==> src/hdl/dofb_pkg.sv <==
// dofb_pkg.sv: shared types, constants and the sine table for the delayed output feedback torque unit
// no dependencies
`default_nettype none

package dofb_pkg;

	localparam int SINE_TABLE_ENTRIES = 1024;
	localparam int SINE_IDX_W         = $clog2(SINE_TABLE_ENTRIES);

	localparam longint Q30_ONE     = 64'sd1073741824;
	localparam longint PI_Q30      = 64'sd3373259426;
	localparam longint HALF_PI_Q30 = 64'sd1686629713;
	localparam longint TWO_PI_Q30  = 64'sd6746518852;

	// one turn in filter units, and the table step split as 2^7 * 45
	localparam logic signed [25:0] FULL_TURN = 26'sd5898240;
	localparam int                 ANGLE_W   = 23;
	localparam logic [22:0]        ANGLE_HALF_STEP = 23'd2880;
	localparam int                 STEP_SHIFT  = 7;
	localparam int                 STEP_Q_W    = ANGLE_W - STEP_SHIFT;
	localparam logic [16:0]        STEP_RECIP  = 17'd93207;
	localparam int                 RECIP_SHIFT = 22;

	localparam logic signed [13:0] ALPHA_NEW = 14'sd3277;
	localparam logic signed [16:0] LIMIT_120 = 17'sd7680;

	typedef enum logic [1:0] {
		REG_GAIN_EXT  = 2'd0,
		REG_GAIN_FLEX = 2'd1,
		REG_DELAY     = 2'd2
	} cfg_reg_t;

	typedef logic signed [15:0] sine_tab_t [SINE_TABLE_ENTRIES];

	typedef struct packed {
		logic signed [15:0] y;
		logic signed [16:0] diff;
	} ring_entry_t;

	typedef struct packed {
		logic        valid;
		ring_entry_t entry;
	} ring_wr_t;

	typedef struct packed {
		logic        valid;
		ring_entry_t entry;
	} ring_rd_t;

	typedef struct packed {
		logic signed [23:0] left;
		logic signed [23:0] right;
	} torque_pair_t;

	typedef struct packed {
		logic         valid;
		torque_pair_t pair;
	} torque_res_t;

	function automatic logic signed [15:0] sine_entry(input int k);
		longint x;
		longint x2;
		longint term;
		longint sum;
		longint r;
		x = (TWO_PI_Q30 * longint'(k)) / SINE_TABLE_ENTRIES;
		if (x > PI_Q30)
			x = x - TWO_PI_Q30;
		if (x > HALF_PI_Q30)
			x = PI_Q30 - x;
		else if (x < -HALF_PI_Q30)
			x = -PI_Q30 - x;
		x2 = (x * x) / Q30_ONE;
		term = x;
		sum = x;
		term = -((term * x2) / Q30_ONE) / 6;
		sum = sum + term;
		term = -((term * x2) / Q30_ONE) / 20;
		sum = sum + term;
		term = -((term * x2) / Q30_ONE) / 42;
		sum = sum + term;
		term = -((term * x2) / Q30_ONE) / 72;
		sum = sum + term;
		term = -((term * x2) / Q30_ONE) / 110;
		sum = sum + term;
		term = -((term * x2) / Q30_ONE) / 156;
		sum = sum + term;
		term = -((term * x2) / Q30_ONE) / 210;
		sum = sum + term;
		r = (sum + 64'sd32768) >>> 16;
		if (r > 64'sd16384)
			r = 64'sd16384;
		else if (r < -64'sd16384)
			r = -64'sd16384;
		return 16'(r);
	endfunction

	function automatic sine_tab_t build_sine_tab();
		sine_tab_t t;
		for (int k = 0; k < SINE_TABLE_ENTRIES; k++)
			t[k] = sine_entry(k);
		return t;
	endfunction

	localparam sine_tab_t SINE_TAB = build_sine_tab();

endpackage

`default_nettype wire

==> src/hdl/dofb_torque.sv <==
// dofb_torque.sv: gain products, side selection, rounding and torque hold (stage 6)
// depends on dofb_pkg
`default_nettype none

module dofb_torque import dofb_pkg::*; (
	input  wire               clk,
	input  wire               arst_n,
	input  wire signed [15:0] gain_ext,
	input  wire signed [15:0] gain_flex,
	input  ring_rd_t          rd,
	output torque_res_t       res
);

	function automatic logic signed [23:0] rnd(input logic signed [32:0] p);
		logic signed [32:0] s;
		s = p + 33'sd512;
		return {s[32], s[32:10]};
	endfunction

	logic               v_s6;
	logic signed [31:0] pe_s6, pf_s6;
	logic signed [16:0] dd_s6;
	logic signed [23:0] lh_q, rh_q;
	logic signed [23:0] lh_d, rh_d;
	logic               lead_pos, lead_neg;

	always_ff @(posedge clk or negedge arst_n) begin
		if (!arst_n)
			v_s6 <= 1'b0;
		else
			v_s6 <= rd.valid;
	end

	always_ff @(posedge clk) begin
		pe_s6 <= 32'(gain_ext) * 32'(rd.entry.y);
		pf_s6 <= 32'(gain_flex) * 32'(rd.entry.y);
		dd_s6 <= rd.entry.diff;
	end

	assign lead_pos = !dd_s6[16] && (dd_s6 < LIMIT_120);
	assign lead_neg = dd_s6[16] && (dd_s6 > -LIMIT_120);

	always_comb begin
		lh_d = lh_q;
		rh_d = rh_q;
		if (v_s6) begin
			if (lead_pos) begin
				lh_d = rnd(33'(pe_s6));
				rh_d = rnd(-33'(pf_s6));
			end else if (lead_neg) begin
				rh_d = rnd(-33'(pe_s6));
				lh_d = rnd(33'(pf_s6));
			end
		end
	end

	always_ff @(posedge clk or negedge arst_n) begin
		if (!arst_n) begin
			lh_q <= '0;
			rh_q <= '0;
		end else if (v_s6) begin
			lh_q <= lh_d;
			rh_q <= rh_d;
		end
	end

	assign res.valid      = v_s6;
	assign res.pair.left  = lh_d;
	assign res.pair.right = rh_d;

endmodule

`default_nettype wire
==> config.mk <==
export PLATFORM = sky130hd
export DESIGN_NAME = dofb_torque
export DESIGN_NICKNAME = d
export VERILOG_FILES = /design/src/hdl/dofb_pkg.sv /design/src/hdl/dofb_torque.sv
export SDC_FILE = /design/constraint.sdc
export NUM_CORES = 2
export LEC_CHECK = 0
export BUFFER_PORTS_ARGS = -buffer_cell sky130_fd_sc_hd__buf_2
export CELL_PAD_IN_SITES_DETAIL_PLACEMENT = 1
export CELL_PAD_IN_SITES_GLOBAL_PLACEMENT = 1
export CORE_UTILIZATION = 40
export CTS_CLUSTER_DIAMETER = 80
export DETAILED_ROUTE_END_ITERATION = 16
export PLACE_DENSITY = 0.71
export SYNTH_ARGS = -nofsm -noshare
export SYNTH_HDL_FRONTEND = slang
export SYNTH_SLANG_ARGS = --single-unit
==> constraint.sdc <==
create_clock -name clk -period 2.3 [get_ports clk]
set_input_delay 0 -clock clk [delete_from_list [all_inputs] [get_ports clk]]
set_output_delay 0 -clock clk [all_outputs]
set_load 0.02 [all_outputs]
Word-level counts from Yosys, hierarchy flattened
Index checks and enable logic that the tools add are counted.

operators by class
  add/subtract/negate cells = 6
  multiply operators = 2
  $lt $le $gt $ge = 2
  muxes and demuxes = 6
  reduce and logical (&&, ||, !) cells = 3

operators with widths
  kind                      number
  $mux W24                  6
  $add A32 B11 Y33 const B  2
  $add A33 B11 Y33 const B  2
  $neg A32 Y33              2
  $mul A16 B16 Y32          2
  $gt A17 B14 Y1 const B    1
  $lt A17 B14 Y1 const B    1
  $logic_and A1 B1 Y1       2
  $logic_not A1 Y1          1

word-level totals
  bits in registers = 130
  input bits = 68
  output and inout bits = 49
  logic and storage cells = 25

Logic depth before layout (Yosys ltp)
  depth in word-level cells = 5
  depth in mapped cells = 22
  depth with buffers taken out = 21

Worst setup path after synthesis
OpenSTA, ideal clock, no wires.

  path kind = in2reg
  from = input gain_flex[15]
  to = register pf_s6[30]
  arrival = 5.489 ns
  data required time = 2.194 ns
  slack = -3.295 ns
  stages on the path = 18
  path through = clkbuf_1 nand2_1 inv_1 fa_1 fa_1 fa_1 fa_1 fa_1 fa_1 ha_1 clkbuf_1 nand2_1 or3_1 nor2_1 a21boi_1 o41ai_1 or4b_1 o311ai_0

on the way
  cells in the longest elaborated chain, start to end = 1

ends and longest elaborated chain
  element                 line               RTL
  start: declaration      dofb_torque.sv:9   input wire signed [15:0] gain_flex,
  $mul A16 B16 Y32        dofb_torque.sv:36  pf_s6 <= 32'(gain_flex) * 32'(rd.entry.y);
  end signal: assignment  dofb_torque.sv:36
  end: declaration        dofb_torque.sv:21  logic signed [31:0] pe_s6, pf_s6;

Every way passes these cells.
A chain may end at the register's enable or synchronous reset.

Worst setup path after layout
  from = input rd[22] (netlist bit)
  to = register pf_s6[30]

on the way
  cells in the longest elaborated chain, start to end = 1

ends and longest elaborated chain
  element             line               RTL
  start: declaration  dofb_torque.sv:10  input ring_rd_t rd,
  $mul A16 B16 Y32    dofb_torque.sv:36

Every way passes these cells.

==> results.cfg <==
[yosys]
synth-seq-area-share = 0.112
ys_ff_latch = 130
synth_ff_type = dfxtp_1
syn_inst = 2799
avgSynthCellArea_um2 = 9.11
synthesis.nets = 3561
synthArstFlopShare = 0.377
ys_types = 73
yosysWarnings = 0
synth-edff-count = 0
synthesis.area_um2 = 25500

[worst_setup_path]
end_kind = flop
critPathLaunchType = primary input
critPathKind = primary input to flop
worst_ep_required_time_ns = 2.65
arrival_ns = 6.03
critPathMaxFanout = 19

[sta]
fin_ws_ns = -3.38
fin_skew_ns = 0.0205
fmax_mhz = 176
slew_viol_final = 0
min_period_ns = 5.68
grt_setup_unrepaired = true
hold_viol_final = 0
slew_headroom = 0.409
fin_crit_sh = 2.47
setup_viol = 130
fin_tns_setup_ns = -164.28
tightest_slew_ns = 0.884

[route]
vias_per_cell = 5.47
drc = 0
routed-via-count = 23200
dr.pass1.iters = 5
drtIter0Drc = 1593
ant_nets = 0
drt-total-wl_um = 108000
avgRoutedWirePerCell_um = 25.5

[run_status]
violations = setup timing
status = finished with violations

[global_route]
antenna_found_initial = 4
grt_pass1_vias = 25900
grt_pass1_wl_um = 143000
grt_max_degree = 41
grt_usage = 0.289
gr-total-overflow = 0

[floorplanning]
die-area_um2 = 64800
ios = 117
dieWidth_um = 254
start_util = 0.404
rows = 92
die_h_um = 254
core_area_um2 = 63100

[layout]
drive_above_1_share = 0.370
ff_latch_area_um2 = 2880
multiInputGateArea_um2 = 23200
nFillCells = 6928
final_nets = 4138
synthToLayoutAreaGrowth_pct = 42.6

[job]
maxCapViolations = 0

[clock_network]
clk_pin_slew_ns = 0.07
htree_levels = 4
insertion_delay_ns = 0.47
cts_made_buffers = 17
cts_buffer_depth = 2
clock-root-buffer = clkbuf_16
cts.sinks = 130
cts_tree = yes

[placement]
pre_cts_ws_ns = -3.67
hpwl_um = 67900
port-buffer-count = 116
gp_congestion = 0.887

[hold_path]
hp-class = primary input to flop
## critical path, cell delays in order
cell      delay [ns]
buf_12          0.15
buf_6           0.14
and2_4          0.13
fa_1            0.59
inv_1           0.10
fa_2            0.38
fa_1            0.60
fa_1            0.62
inv_2           0.06
fa_1            0.48
fa_1            0.60
ha_4            0.22
a21o_1          0.20
a21o_1          0.19
a21oi_4         0.17
o22a_2          0.25
a21boi_4        0.08
o41ai_4         0.39
or4b_4          0.54
o311ai_4        0.11
## metal layers
layer  vias to the layer above  wire (um)  global-route usage
li1                       9677          -                   -
met1                     12000      39400               0.341
met2                      1049      55500               0.525
met3                       427       5810              0.0347
met4                         0       7510               0.131
met5                         -          0                   0
## kinds of logic after synthesis
group / after synthesis / share of synthesized area
DFF: 130 / 0.112
adders and majority gates: 694 / 0.495
and+or+nand+nor: 814 / 0.160
AOI/OAI and AO/OA: 295 / 0.0755
buffers and inverters: 715 / 0.106
xor gates and xnor gates: 151 / 0.0522
## final cells by class
cell class,instances,share of cell area
clock buffers,17,0.0117
well taps,846,0.0291
diodes,2,0.000138
flip-flops and latches,130,0.0792
repair buffers,682,0.175
clock inverters,15,0.00447
inverters,591,0.0613
multi-input cells,1954,0.639
## through the flow
step	hold WS, ns	area [um2]	std cells	utilization
6_report	0.128	36400	4237	0.576
5_1_grt	0.125	36400	4236	0.576
4_1_cts	0.102	33600	4162	0.532
3_5_place_dp	0.104	30700	4052	0.487
3_3_place_gp	0.104	30700	4052	0.487
2_1_floorplan	-0.296	26700	2799	-
## synthesized netlist by cell type (35+ instances only)
cell type / n / share of area
inv_1: 591 / 0.087
fa_1: 524 / 0.41
nand2_1: 312 / 0.046
and2_1: 250 / 0.061
ha_1: 170 / 0.083
clkbuf_1: 116 / 0.017
xnor2_1: 105 / 0.036
nor2_1: 103 / 0.015
a21oi_1: 100 / 0.020
dfxtp_1: 81 / 0.064
dfrtp_1: 49 / 0.048
xor2_1: 45 / 0.015
nand3_1: 35 / 0.0069
## sequential cells by signal (all words and copies together) (netlist names)
name   count
dd_s6     17
lh_q      24
pe_s6     32
pf_s6     32
rh_q      24
v_s6       1
## worst paths after layout
path	slack (ns)	endpoint	startpoint	depth (start not counted)
setup / recovery	-3.38	pf_s6[30]	rd[22]	20
hold / removal	0.13	pe_s6[0]	gain_ext[0]	3
setup reg to reg	-0.37	rh_q[15]	pe_s6[3]	13
hold reg to reg	0.49	lh_q[22]	lh_q[22]	1
max in group asynchronous	1.36	rh_q[16]	arst_n	3
min in group asynchronous	0.18	v_s6	arst_n	2
## layout by cell type (no fill, tap or decap), types with 34 or more instances in the layout
master   synthesis  final
inv_1          591    532
fa_1           524    492
buf_4            1    428
nand2_1        312    272
and2_1         250    210
buf_6            1    137
ha_1           170    101
xnor2_1        105     73
dfxtp_1         81     64
nor2_1         103     60
ha_4             0     60
inv_2            0     56
dfrtp_1         49     48
a21oi_2          0     45
a21oi_1        100     40
and2_4           0     40
buf_2            2     40
xor2_1          45     34
## what timing repair did
action | CTS | global route
hold buffers | 19 | 0
resized for setup | 362 | 475
endpoints found under the hold margin | 52 | 0
setup buffers | 57 | 76
gates cloned | 9 | 6
pin swaps | 187 | 225
setup endpoints to repair | 126 | 125
Power is left out: the tool's default activity adds up to more than one toggle a clock period on the data nets, which glitch-free logic cannot reach.
