==> config.mk <==
export PLATFORM = sky130hd
export DESIGN_NAME = dofb_ring
export DESIGN_NICKNAME = d
export VERILOG_FILES = /design/src/hdl/dofb_pkg.sv /design/src/hdl/dofb_ram.sv /design/src/hdl/dofb_ring.sv
export SDC_FILE = /design/constraint.sdc
export NUM_CORES = 2
export LEC_CHECK = 0
export BUFFER_PORTS_ARGS = -buffer_cell sky130_fd_sc_hd__buf_2
export CAP_MARGIN = 20
export CORE_MARGIN = 5
export CORE_UTILIZATION = 40
export DETAILED_ROUTE_END_ITERATION = 8
export GPL_ROUTABILITY_DRIVEN = 1
export PLACE_DENSITY = 0.53
export SLEW_MARGIN = 20
export SYNTH_ARGS = -nofsm -noshare
export SYNTH_HDL_FRONTEND = slang
export SYNTH_MEMORY_MAX_BITS = 65536
export SYNTH_SLANG_ARGS = --single-unit
==> constraint.sdc <==
create_clock -name clk -period 6.45 [get_ports clk]
set_input_delay 1.29 -clock clk [delete_from_list [all_inputs] [get_ports clk]]
set_output_delay 1.29 -clock clk [all_outputs]
set_load 0.01 [all_outputs]
==> src/hdl/dofb_pkg.sv <==
// dofb_pkg.sv: shared types, constants and the sine table for the delayed output feedback torque unit
// no dependencies
`default_nettype none

package dofb_pkg;

	localparam int SINE_TABLE_ENTRIES = 1024;
	localparam int SINE_IDX_W         = $clog2(SINE_TABLE_ENTRIES);

	localparam longint Q30_ONE     = 64'sd1073741824;
	localparam longint PI_Q30      = 64'sd3373259426;
	localparam longint HALF_PI_Q30 = 64'sd1686629713;
	localparam longint TWO_PI_Q30  = 64'sd6746518852;

	// one turn in filter units, and the table step split as 2^7 * 45
	localparam logic signed [25:0] FULL_TURN = 26'sd5898240;
	localparam int                 ANGLE_W   = 23;
	localparam logic [22:0]        ANGLE_HALF_STEP = 23'd2880;
	localparam int                 STEP_SHIFT  = 7;
	localparam int                 STEP_Q_W    = ANGLE_W - STEP_SHIFT;
	localparam logic [16:0]        STEP_RECIP  = 17'd93207;
	localparam int                 RECIP_SHIFT = 22;

	localparam logic signed [13:0] ALPHA_NEW = 14'sd3277;
	localparam logic signed [16:0] LIMIT_120 = 17'sd7680;

	typedef enum logic [1:0] {
		REG_GAIN_EXT  = 2'd0,
		REG_GAIN_FLEX = 2'd1,
		REG_DELAY     = 2'd2
	} cfg_reg_t;

	typedef logic signed [15:0] sine_tab_t [SINE_TABLE_ENTRIES];

	typedef struct packed {
		logic signed [15:0] y;
		logic signed [16:0] diff;
	} ring_entry_t;

	typedef struct packed {
		logic        valid;
		ring_entry_t entry;
	} ring_wr_t;

	typedef struct packed {
		logic        valid;
		ring_entry_t entry;
	} ring_rd_t;

	typedef struct packed {
		logic signed [23:0] left;
		logic signed [23:0] right;
	} torque_pair_t;

	typedef struct packed {
		logic         valid;
		torque_pair_t pair;
	} torque_res_t;

	function automatic logic signed [15:0] sine_entry(input int k);
		longint x;
		longint x2;
		longint term;
		longint sum;
		longint r;
		x = (TWO_PI_Q30 * longint'(k)) / SINE_TABLE_ENTRIES;
		if (x > PI_Q30)
			x = x - TWO_PI_Q30;
		if (x > HALF_PI_Q30)
			x = PI_Q30 - x;
		else if (x < -HALF_PI_Q30)
			x = -PI_Q30 - x;
		x2 = (x * x) / Q30_ONE;
		term = x;
		sum = x;
		term = -((term * x2) / Q30_ONE) / 6;
		sum = sum + term;
		term = -((term * x2) / Q30_ONE) / 20;
		sum = sum + term;
		term = -((term * x2) / Q30_ONE) / 42;
		sum = sum + term;
		term = -((term * x2) / Q30_ONE) / 72;
		sum = sum + term;
		term = -((term * x2) / Q30_ONE) / 110;
		sum = sum + term;
		term = -((term * x2) / Q30_ONE) / 156;
		sum = sum + term;
		term = -((term * x2) / Q30_ONE) / 210;
		sum = sum + term;
		r = (sum + 64'sd32768) >>> 16;
		if (r > 64'sd16384)
			r = 64'sd16384;
		else if (r < -64'sd16384)
			r = -64'sd16384;
		return 16'(r);
	endfunction

	function automatic sine_tab_t build_sine_tab();
		sine_tab_t t;
		for (int k = 0; k < SINE_TABLE_ENTRIES; k++)
			t[k] = sine_entry(k);
		return t;
	endfunction

	localparam sine_tab_t SINE_TAB = build_sine_tab();

endpackage

`default_nettype wire

==> src/hdl/dofb_ram.sv <==
// dofb_ram.sv: generic ram, one write port and one read port, registered read data
// no dependencies
`default_nettype none

module dofb_ram #(
	parameter int WIDTH = 8,
	parameter int DEPTH = 16,
	localparam int AW = $clog2(DEPTH)
) (
	input  wire              clk,
	input  wire              we,
	input  wire  [AW-1:0]    waddr,
	input  wire  [WIDTH-1:0] wdata,
	input  wire              re,
	input  wire  [AW-1:0]    raddr,
	output logic [WIDTH-1:0] rdata
);

	logic [WIDTH-1:0] mem [DEPTH];

	always_ff @(posedge clk) begin
		if (we)
			mem[waddr] <= wdata;
		if (re)
			rdata <= mem[raddr];
	end

endmodule

`default_nettype wire

==> src/hdl/dofb_ring.sv <==
// dofb_ring.sv: delay ring in one ram, write and delayed read per request, same-entry forwarding
// depends on dofb_pkg and dofb_ram
`default_nettype none

module dofb_ring import dofb_pkg::*; #(
	parameter int RING_DEPTH = 128
) (
	input  wire        clk,
	input  wire        arst_n,
	input  wire        delay_load,
	input  wire  [6:0] delay_value,
	input  ring_wr_t   wr,
	output ring_rd_t   rd
);

	localparam int AW = $clog2(RING_DEPTH);
	localparam int CW = ((AW > 7) ? AW : 7) + 1;
	localparam int EW = $bits(ring_entry_t);

	// delay modulo ring depth by conditional subtraction of shifted depths
	function automatic logic [6:0] delay_mod(input logic [6:0] v);
		logic [6:0] r;
		r = v;
		for (int i = 6; i >= 0; i--) begin
			if (32'(r) >= 32'(RING_DEPTH << i))
				r = 7'(32'(r) - 32'(RING_DEPTH << i));
		end
		return r;
	endfunction

	logic [6:0]    dmod_q;
	logic [AW-1:0] wp_q;
	logic          filled_q;
	logic [CW-1:0] dmod_x, wp_x, depth_x, rd_x;
	logic [EW-1:0] ram_rdata;
	logic          v_s5, fwd_s5, ok_s5;
	ring_entry_t   fwd_entry_s5;

	assign depth_x = CW'(RING_DEPTH);
	assign dmod_x  = CW'(dmod_q);
	assign wp_x    = CW'(wp_q);
	assign rd_x    = (wp_x >= dmod_x) ? wp_x - dmod_x : wp_x + depth_x - dmod_x;

	always_ff @(posedge clk or negedge arst_n) begin
		if (!arst_n) begin
			dmod_q <= '0;
		end else if (delay_load) begin
			dmod_q <= delay_mod(delay_value);
		end
	end

	always_ff @(posedge clk or negedge arst_n) begin
		if (!arst_n) begin
			wp_q     <= '0;
			filled_q <= 1'b0;
		end else if (wr.valid) begin
			if (wp_q == AW'(RING_DEPTH - 1)) begin
				wp_q     <= '0;
				filled_q <= 1'b1;
			end else begin
				wp_q <= wp_q + 1'b1;
			end
		end
	end

	dofb_ram #(
		.WIDTH(EW),
		.DEPTH(RING_DEPTH)
	) u_ram (
		.clk  (clk),
		.we   (wr.valid),
		.waddr(wp_q),
		.wdata(wr.entry),
		.re   (wr.valid),
		.raddr(rd_x[AW-1:0]),
		.rdata(ram_rdata)
	);

	always_ff @(posedge clk or negedge arst_n) begin
		if (!arst_n) begin
			v_s5   <= 1'b0;
			fwd_s5 <= 1'b0;
			ok_s5  <= 1'b0;
		end else begin
			v_s5   <= wr.valid;
			fwd_s5 <= (dmod_q == '0);
			ok_s5  <= filled_q || (wp_x >= dmod_x);
		end
	end

	always_ff @(posedge clk) begin
		fwd_entry_s5 <= wr.entry;
	end

	// entries not yet written since reset read as zero
	always_comb begin
		rd.valid = v_s5;
		if (fwd_s5)
			rd.entry = fwd_entry_s5;
		else if (ok_s5)
			rd.entry = ring_entry_t'(ram_rdata);
		else
			rd.entry = '0;
	end

`ifndef SYNTH
	a_delay_below_depth: assert property (@(posedge clk) disable iff (!arst_n)
		dmod_x < depth_x) else $error("reduced delay not below ring depth");
	a_write_in_range: assert property (@(posedge clk) disable iff (!arst_n)
		wp_x < depth_x) else $error("write position out of range");
	a_read_in_range: assert property (@(posedge clk) disable iff (!arst_n)
		rd_x < depth_x) else $error("read position out of range");
`endif

endmodule

`default_nettype wire

# After elaboration in Yosys (flattened, before gate mapping)
# Memories as Yosys holds them, arrays and structs flattened. A register that Yosys moved wholly into a read port is not among the register bits.
# Cells that the tools add are included.
# totals
mem_bits_ro,0
ram_bits,4224
latch_bits,0
word_cells,24
out_inout_bits,34
reg_bits,51
input_bits,44
n_memories,1
# memory_table
name,words,width,read_ports,rd_ports_with_merged_regs,wr,line_no,source
u_ram.mem,128,33,1,1,1,dofb_ram.sv:19,logic [WIDTH-1:0] mem [DEPTH];
# op_classes
eq_ne,1
bitwise,0
n_reduce_logical,3
multipliers,0
div,0
shifts,0
muxes,6
addsub,4
magnitude_cmp,1
# ops
cell,count
2-to-1 mux 33 bit,2
adder 7 x 1 -> 7 bit (second input constant),2
2-to-1 mux 7 bit,2
subtractor 7 bit,2
equality test 7 bit (second input constant),1
greater-or-equal comparator 7 bit,1
zero test 7 bit,1
2-to-1 mux 1 bit,2
AND reduction 2 bit,1
logical OR 1 bit,1

# Depth between registers and ports, before layout
# logic_depth
word_depth,3
depth_mapped,15
ltp_nobuf,11

# Modules after synthesis
# A second synthesis with hierarchy kept.
# hier_totals
hier_cells,6353
hier_area_um2,163469.3
# by_module_without_submodules
mod,cells_each,area_each_um2,instances,seq_area_each_um2
dofb_ram,6171,161461.1,1,127832.6
dofb_ring,182,2008.2,1,1111.1

# Worst setup path after synthesis
# OpenSTA, ideal clock, no wires.
# synth_timing
path_type,input to register
start,input wr[33] (netlist name)
end,memory u_ram.mem[98][0] (netlist name) (enable)
path_stages,3
setup_time_ns,0.464
n_path_buf,1
arrival_ns,4.182
setup_slack_ns,1.803
required_time_ns,5.986
cell_sequence,clkbuf_1 > nand4_1 > nor3_1
# synth_via
elab_chain_len,2
# synth_rtl
element,line_no,source
start: declaration,dofb_ring.sv:12,"input ring_wr_t wr,"
2-to-1 mux 1 bit,dofb_ram.sv:22,if (we)
2-to-1 mux 1 bit (not written as such),dofb_ram.sv:23,mem[waddr] <= wdata;
end: declaration,dofb_ram.sv:19,
# Every way passes these cells.

# Worst setup path after layout
# layout_timing
start,register wp_q[0]
end,"register u_ram.rdata[31] (read register of u_ram.mem), data pin"
# layout_via
elab_chain_len,3
elab_cells_between_ends,5
classes_between,3 x add/sub; 1 x order compare; 1 x mux
# layout_rtl
element,line_no,source
start: declaration,dofb_ring.sv:32,logic [AW-1:0] wp_q;
start signal: assignment,dofb_ring.sv:61,wp_q <= wp_q + 1'b1;
adder 7 x 1 -> 7 bit,dofb_ring.sv:42,assign rd_x = (wp_x >= dmod_x) ? wp_x - dmod_x : wp_x + depth_x - dmod_x;
subtractor 7 bit,dofb_ring.sv:42,
2-to-1 mux 7 bit *,dofb_ring.sv:42,
end: declaration,dofb_ram.sv:16,output logic [WIDTH-1:0] rdata
# Every way passes the cells marked *; elsewhere a longest branch is shown, timed or not.
# A chain may end at the register's enable or synchronous reset.

==> results.md <==
- Yosys warns: 0
- Pins Over Slew Limit: 0
- Rel. slew slack: 0.1598
- Pin count of the biggest net entering global routing: 84
- Sink Count: 4,308
- Peak fanout along the critical path: 53
- # hold bufs at CTS: 0
- PwrDens: 452.0 nW/µm²
- Busiest grt layer: met2
- Final net count: 7,343
- Num ports: 78
- Number of routed nets with antenna violations: 0
- Number of global-route vias before repair: 78,097
- Startpoint Class: flop
- Syn avg cell area: 24.21 µm²
- Fillers: 33,608
- Die ar.: 423,400 µm²
- Syn Std Cell Area: 164,200 µm²
- DR pass1 iterations: 5
- Via/cell ratio: 5.922
- DR vias: 77,836
- # resized after CTS: 0
- Period Utilization, post-route: 0.8454
- Tightest Hold Check Type: in2async
- Outcome: complete, no violations
- Final Routed Wirelength: 475,500 µm
- Syn_nets: 6,835
- Multi-input gate area: 34,340 µm²
- Gr usage total: 0.2209
- R2R depth: 11
- Insertion delay of the later-clocked pin in the worst-skew pair: 0.97 ns
- Post-route DRC: 0
- # rows: 235
- P&R area growth vs syn: 14.57%
- GRT overflow: 0
- CTS tree: built
- Post-Place Cells: 12,295
- Async S/R FF share, synth: 0.004178
- GP Congestion: 0.8550
- Clk pin slew, worst setup/hold paths: 0.06 ns
- DP HPWL: 275,200 µm
- M2 GR Usage: 0.3543
- Share of cells above drive strength 1: 0.3186
- Die width: 650.7 µm
- Critical path type: reg2reg
- Crit path DAT: 6.09 ns
- IO Port Bufs: 77
- Cts bufs inserted: 442
- Worst setup EP type: flop
- GR met1 Demand/Resource: 0.3149
- Slew @ Worst Pin: 1.247 ns
- Layout Cells excl Fill: 13,144
- WP data required: 7.09 ns
- RSZ-0062 raised after global routing: no
- Initial antenna violation count: 52
- # setup viols final: 0
- R2r endpoint: u_ram.rdata[31]$_DFFE_PP_
- Fin. Hold Viols: 0
- First-pass GRT wire length: 654,000 µm
- Clk root buf: clkbuf_16
- M3 GR Usage: 0.03522
- Final Util: 0.4596
- Max-cap violations: 0
- Sequential element share of the synthesized area: 0.7853
- Pleak: 58.14 nW
- Clk_skew: 0.07073 ns
- Unique masters post-synth: 56
- Clock Path Buffers: 4
- Post-CTS Repair Setup Buffers: 0
- Primary FF master, synth: edfxtp_1
- Max Clk Rate: 183.4 MHz
- Worst reg2reg startpoint: wp_q[0]$_DFFE_PN0P_
- # H-tree levels: 5
- WHS: 0.3104 ns
- 1st-iter DRT viols: 10,506
- Peak VDD IR: 551.2 µV
- Die Ht: 650.7 µm
- Setup TNS: 0 ns
- Min Clock Period, post-route: 5.453 ns
- Starting Density: 0.4012
- Register-to-Register Setup Slack: 1.0 ns
- Yosys reg bits: 4,308
- FF+latch area: 128,900 µm²
- Post-synth EDFFs: 4,257
- Wire per inst: 36.18 µm
- Core Box Area: 409,300 µm²
- Synth Instances: 6,782
## worst max-delay path by stage
stage	slack [ns]	to	startpoint
after floorplan	1.80	u_ram.mem[98][0]$_DFFE_PP_	wr[33]
after global placement	0.99	u_ram.rdata[2]$_DFFE_PP_	wp_q[0]$_DFFE_PN0P_
after detailed placement	1.18	u_ram.rdata[14]$_DFFE_PP_	wp_q[0]$_DFFE_PN0P_
after CTS	1.15	u_ram.rdata[14]$_DFFE_PP_	wp_q[0]$_DFFE_PN0P_
after global routing	0.96	u_ram.rdata[31]$_DFFE_PP_	wp_q[0]$_DFFE_PN0P_
final	1.0	u_ram.rdata[31]$_DFFE_PP_	wp_q[0]$_DFFE_PN0P_
## power breakdown
| part | switching (mW) | internal, mW | total (mW) |
|---|---|---|---|
| registers | 0.280 | 31.6 | 31.9 |
| logic | 18.3 | 10.3 | 28.6 |
| clock network | 10.7 | 13.9 | 24.6 |
| total | 29.3 | 55.7 | 85.0 |
## metal layers
metal,vias up,wire [µm]
li1,30549,-
met1,43370,195000
met2,3299,228900
met3,610,35990
met4,8,15540
met5,-,48
## placed cells by master, fill, tap and decap left out, types with 5 or more instances in the layout
| master | instances |
|---|---|
| inv_1 | 12 |
| nand4_1 | 7 |
| a22oi_1 | 65 |
| nand3_1 | 75 |
| a21oi_1 | 7 |
| o21ai_1 | 11 |
| nor3_2 | 9 |
| nor2_4 | 121 |
| buf_16 | 5 |
| inv_6 | 7 |
| mux2i_1 | 141 |
| o21ai_0 | 37 |
| clkinv_1 | 112 |
| dfrtp_1 | 17 |
| o211ai_1 | 97 |
| clkinvlp_4 | 11 |
| a22o_1 | 32 |
| buf_12 | 53 |
| diode_2 | 32 |
| nand2_1 | 43 |
| o22ai_1 | 33 |
| bufinv_16 | 25 |
| buf_2 | 44 |
| dfxtp_1 | 33 |
| nor2_1 | 17 |
| clkbuf_8 | 8 |
| edfxtp_1 | 4257 |
| ha_1 | 7 |
| and3_1 | 31 |
| buf_4 | 346 |
| clkbuf_16 | 453 |
| a41o_1 | 31 |
| nor2b_1 | 6 |
| clkinv_2 | 97 |
| a31oi_1 | 31 |
| mux4_2 | 1217 |
| clkbuf_1 | 89 |
## state kept, by name, summed over array words and instances (netlist names)
| register | count |
|---|---|
| dmod_q | 7 |
| wp_q | 7 |
| u_ram.rdata | 33 |
| fwd_entry_s5 | 33 |
| fwd_s5 | 1 |
| ok_s5 | 1 |
| v_s5 | 1 |
| filled_q | 1 |
| u_ram.mem | 4224 |
## stage by stage
stage / area (µm²) / total power [mW] / setup WS, ns
after floorplan: 164200 / 47.72 / 1.803
after global placement: 173900 / 61.10 / 0.9904
after detailed placement: 174200 / 61.19 / 1.184
after CTS: 188000 / 85.71 / 1.152
after global routing: 188000 / 87.60 / 0.9609
final: 188100 / 85.02 / 0.9971
## critical path, stage by stage (launching register included)
cell,delay [ns]
dfrtp_1,0.49
inv_1,0.25
ha_4,0.19
inv_1,0.07
fa_4,0.90
buf_12,0.31
buf_12,0.35
mux4_2,0.38
mux2i_1,0.39
mux2i_1,0.47
a22oi_1,0.96
nand4_1,0.21
## cells in the mapped netlist, types with 32 or more instances
cell type,n,share of area
buf_4,53,0.0024
nor2_1,138,0.0032
mux2i_1,141,0.0086
buf_2,147,0.0045
a22o_1,32,0.0017
nand3_1,79,0.0024
edfxtp_1,4257,0.78
clkbuf_1,151,0.0035
o211ai_1,97,0.0044
dfxtp_1,33,0.0040
a22oi_1,65,0.0030
mux4_2,1217,0.17
o22ai_1,33,0.0013
o21ai_0,40,0.0012
nand2_1,46,0.0011
## logic make-up after synthesis
kind of cell / count (synthesis) / share of synthesized area
simple gates: 338 / 0.009457
fa+ha+maj: 9 / 0.0007316
compound gates: 361 / 0.01611
mux: 1359 / 0.1756
buf+inv: 399 / 0.01228
xor+xnor: 8 / 0.0005411
flops: 4308 / 0.7853
## area by class of cell
type,instances,area share
Timing Repair Buffer,451,0.02153
Clock buffer,550,0.06262
Inverter,12,0.0002394
Sequential cell,4308,0.6855
Clock inverter,265,0.01094
Antenna cell,32,0.0004257
Multi-Input combinational cell,2075,0.1825
Tap cell,5451,0.03626
Power figures use the tool's default switching activity.
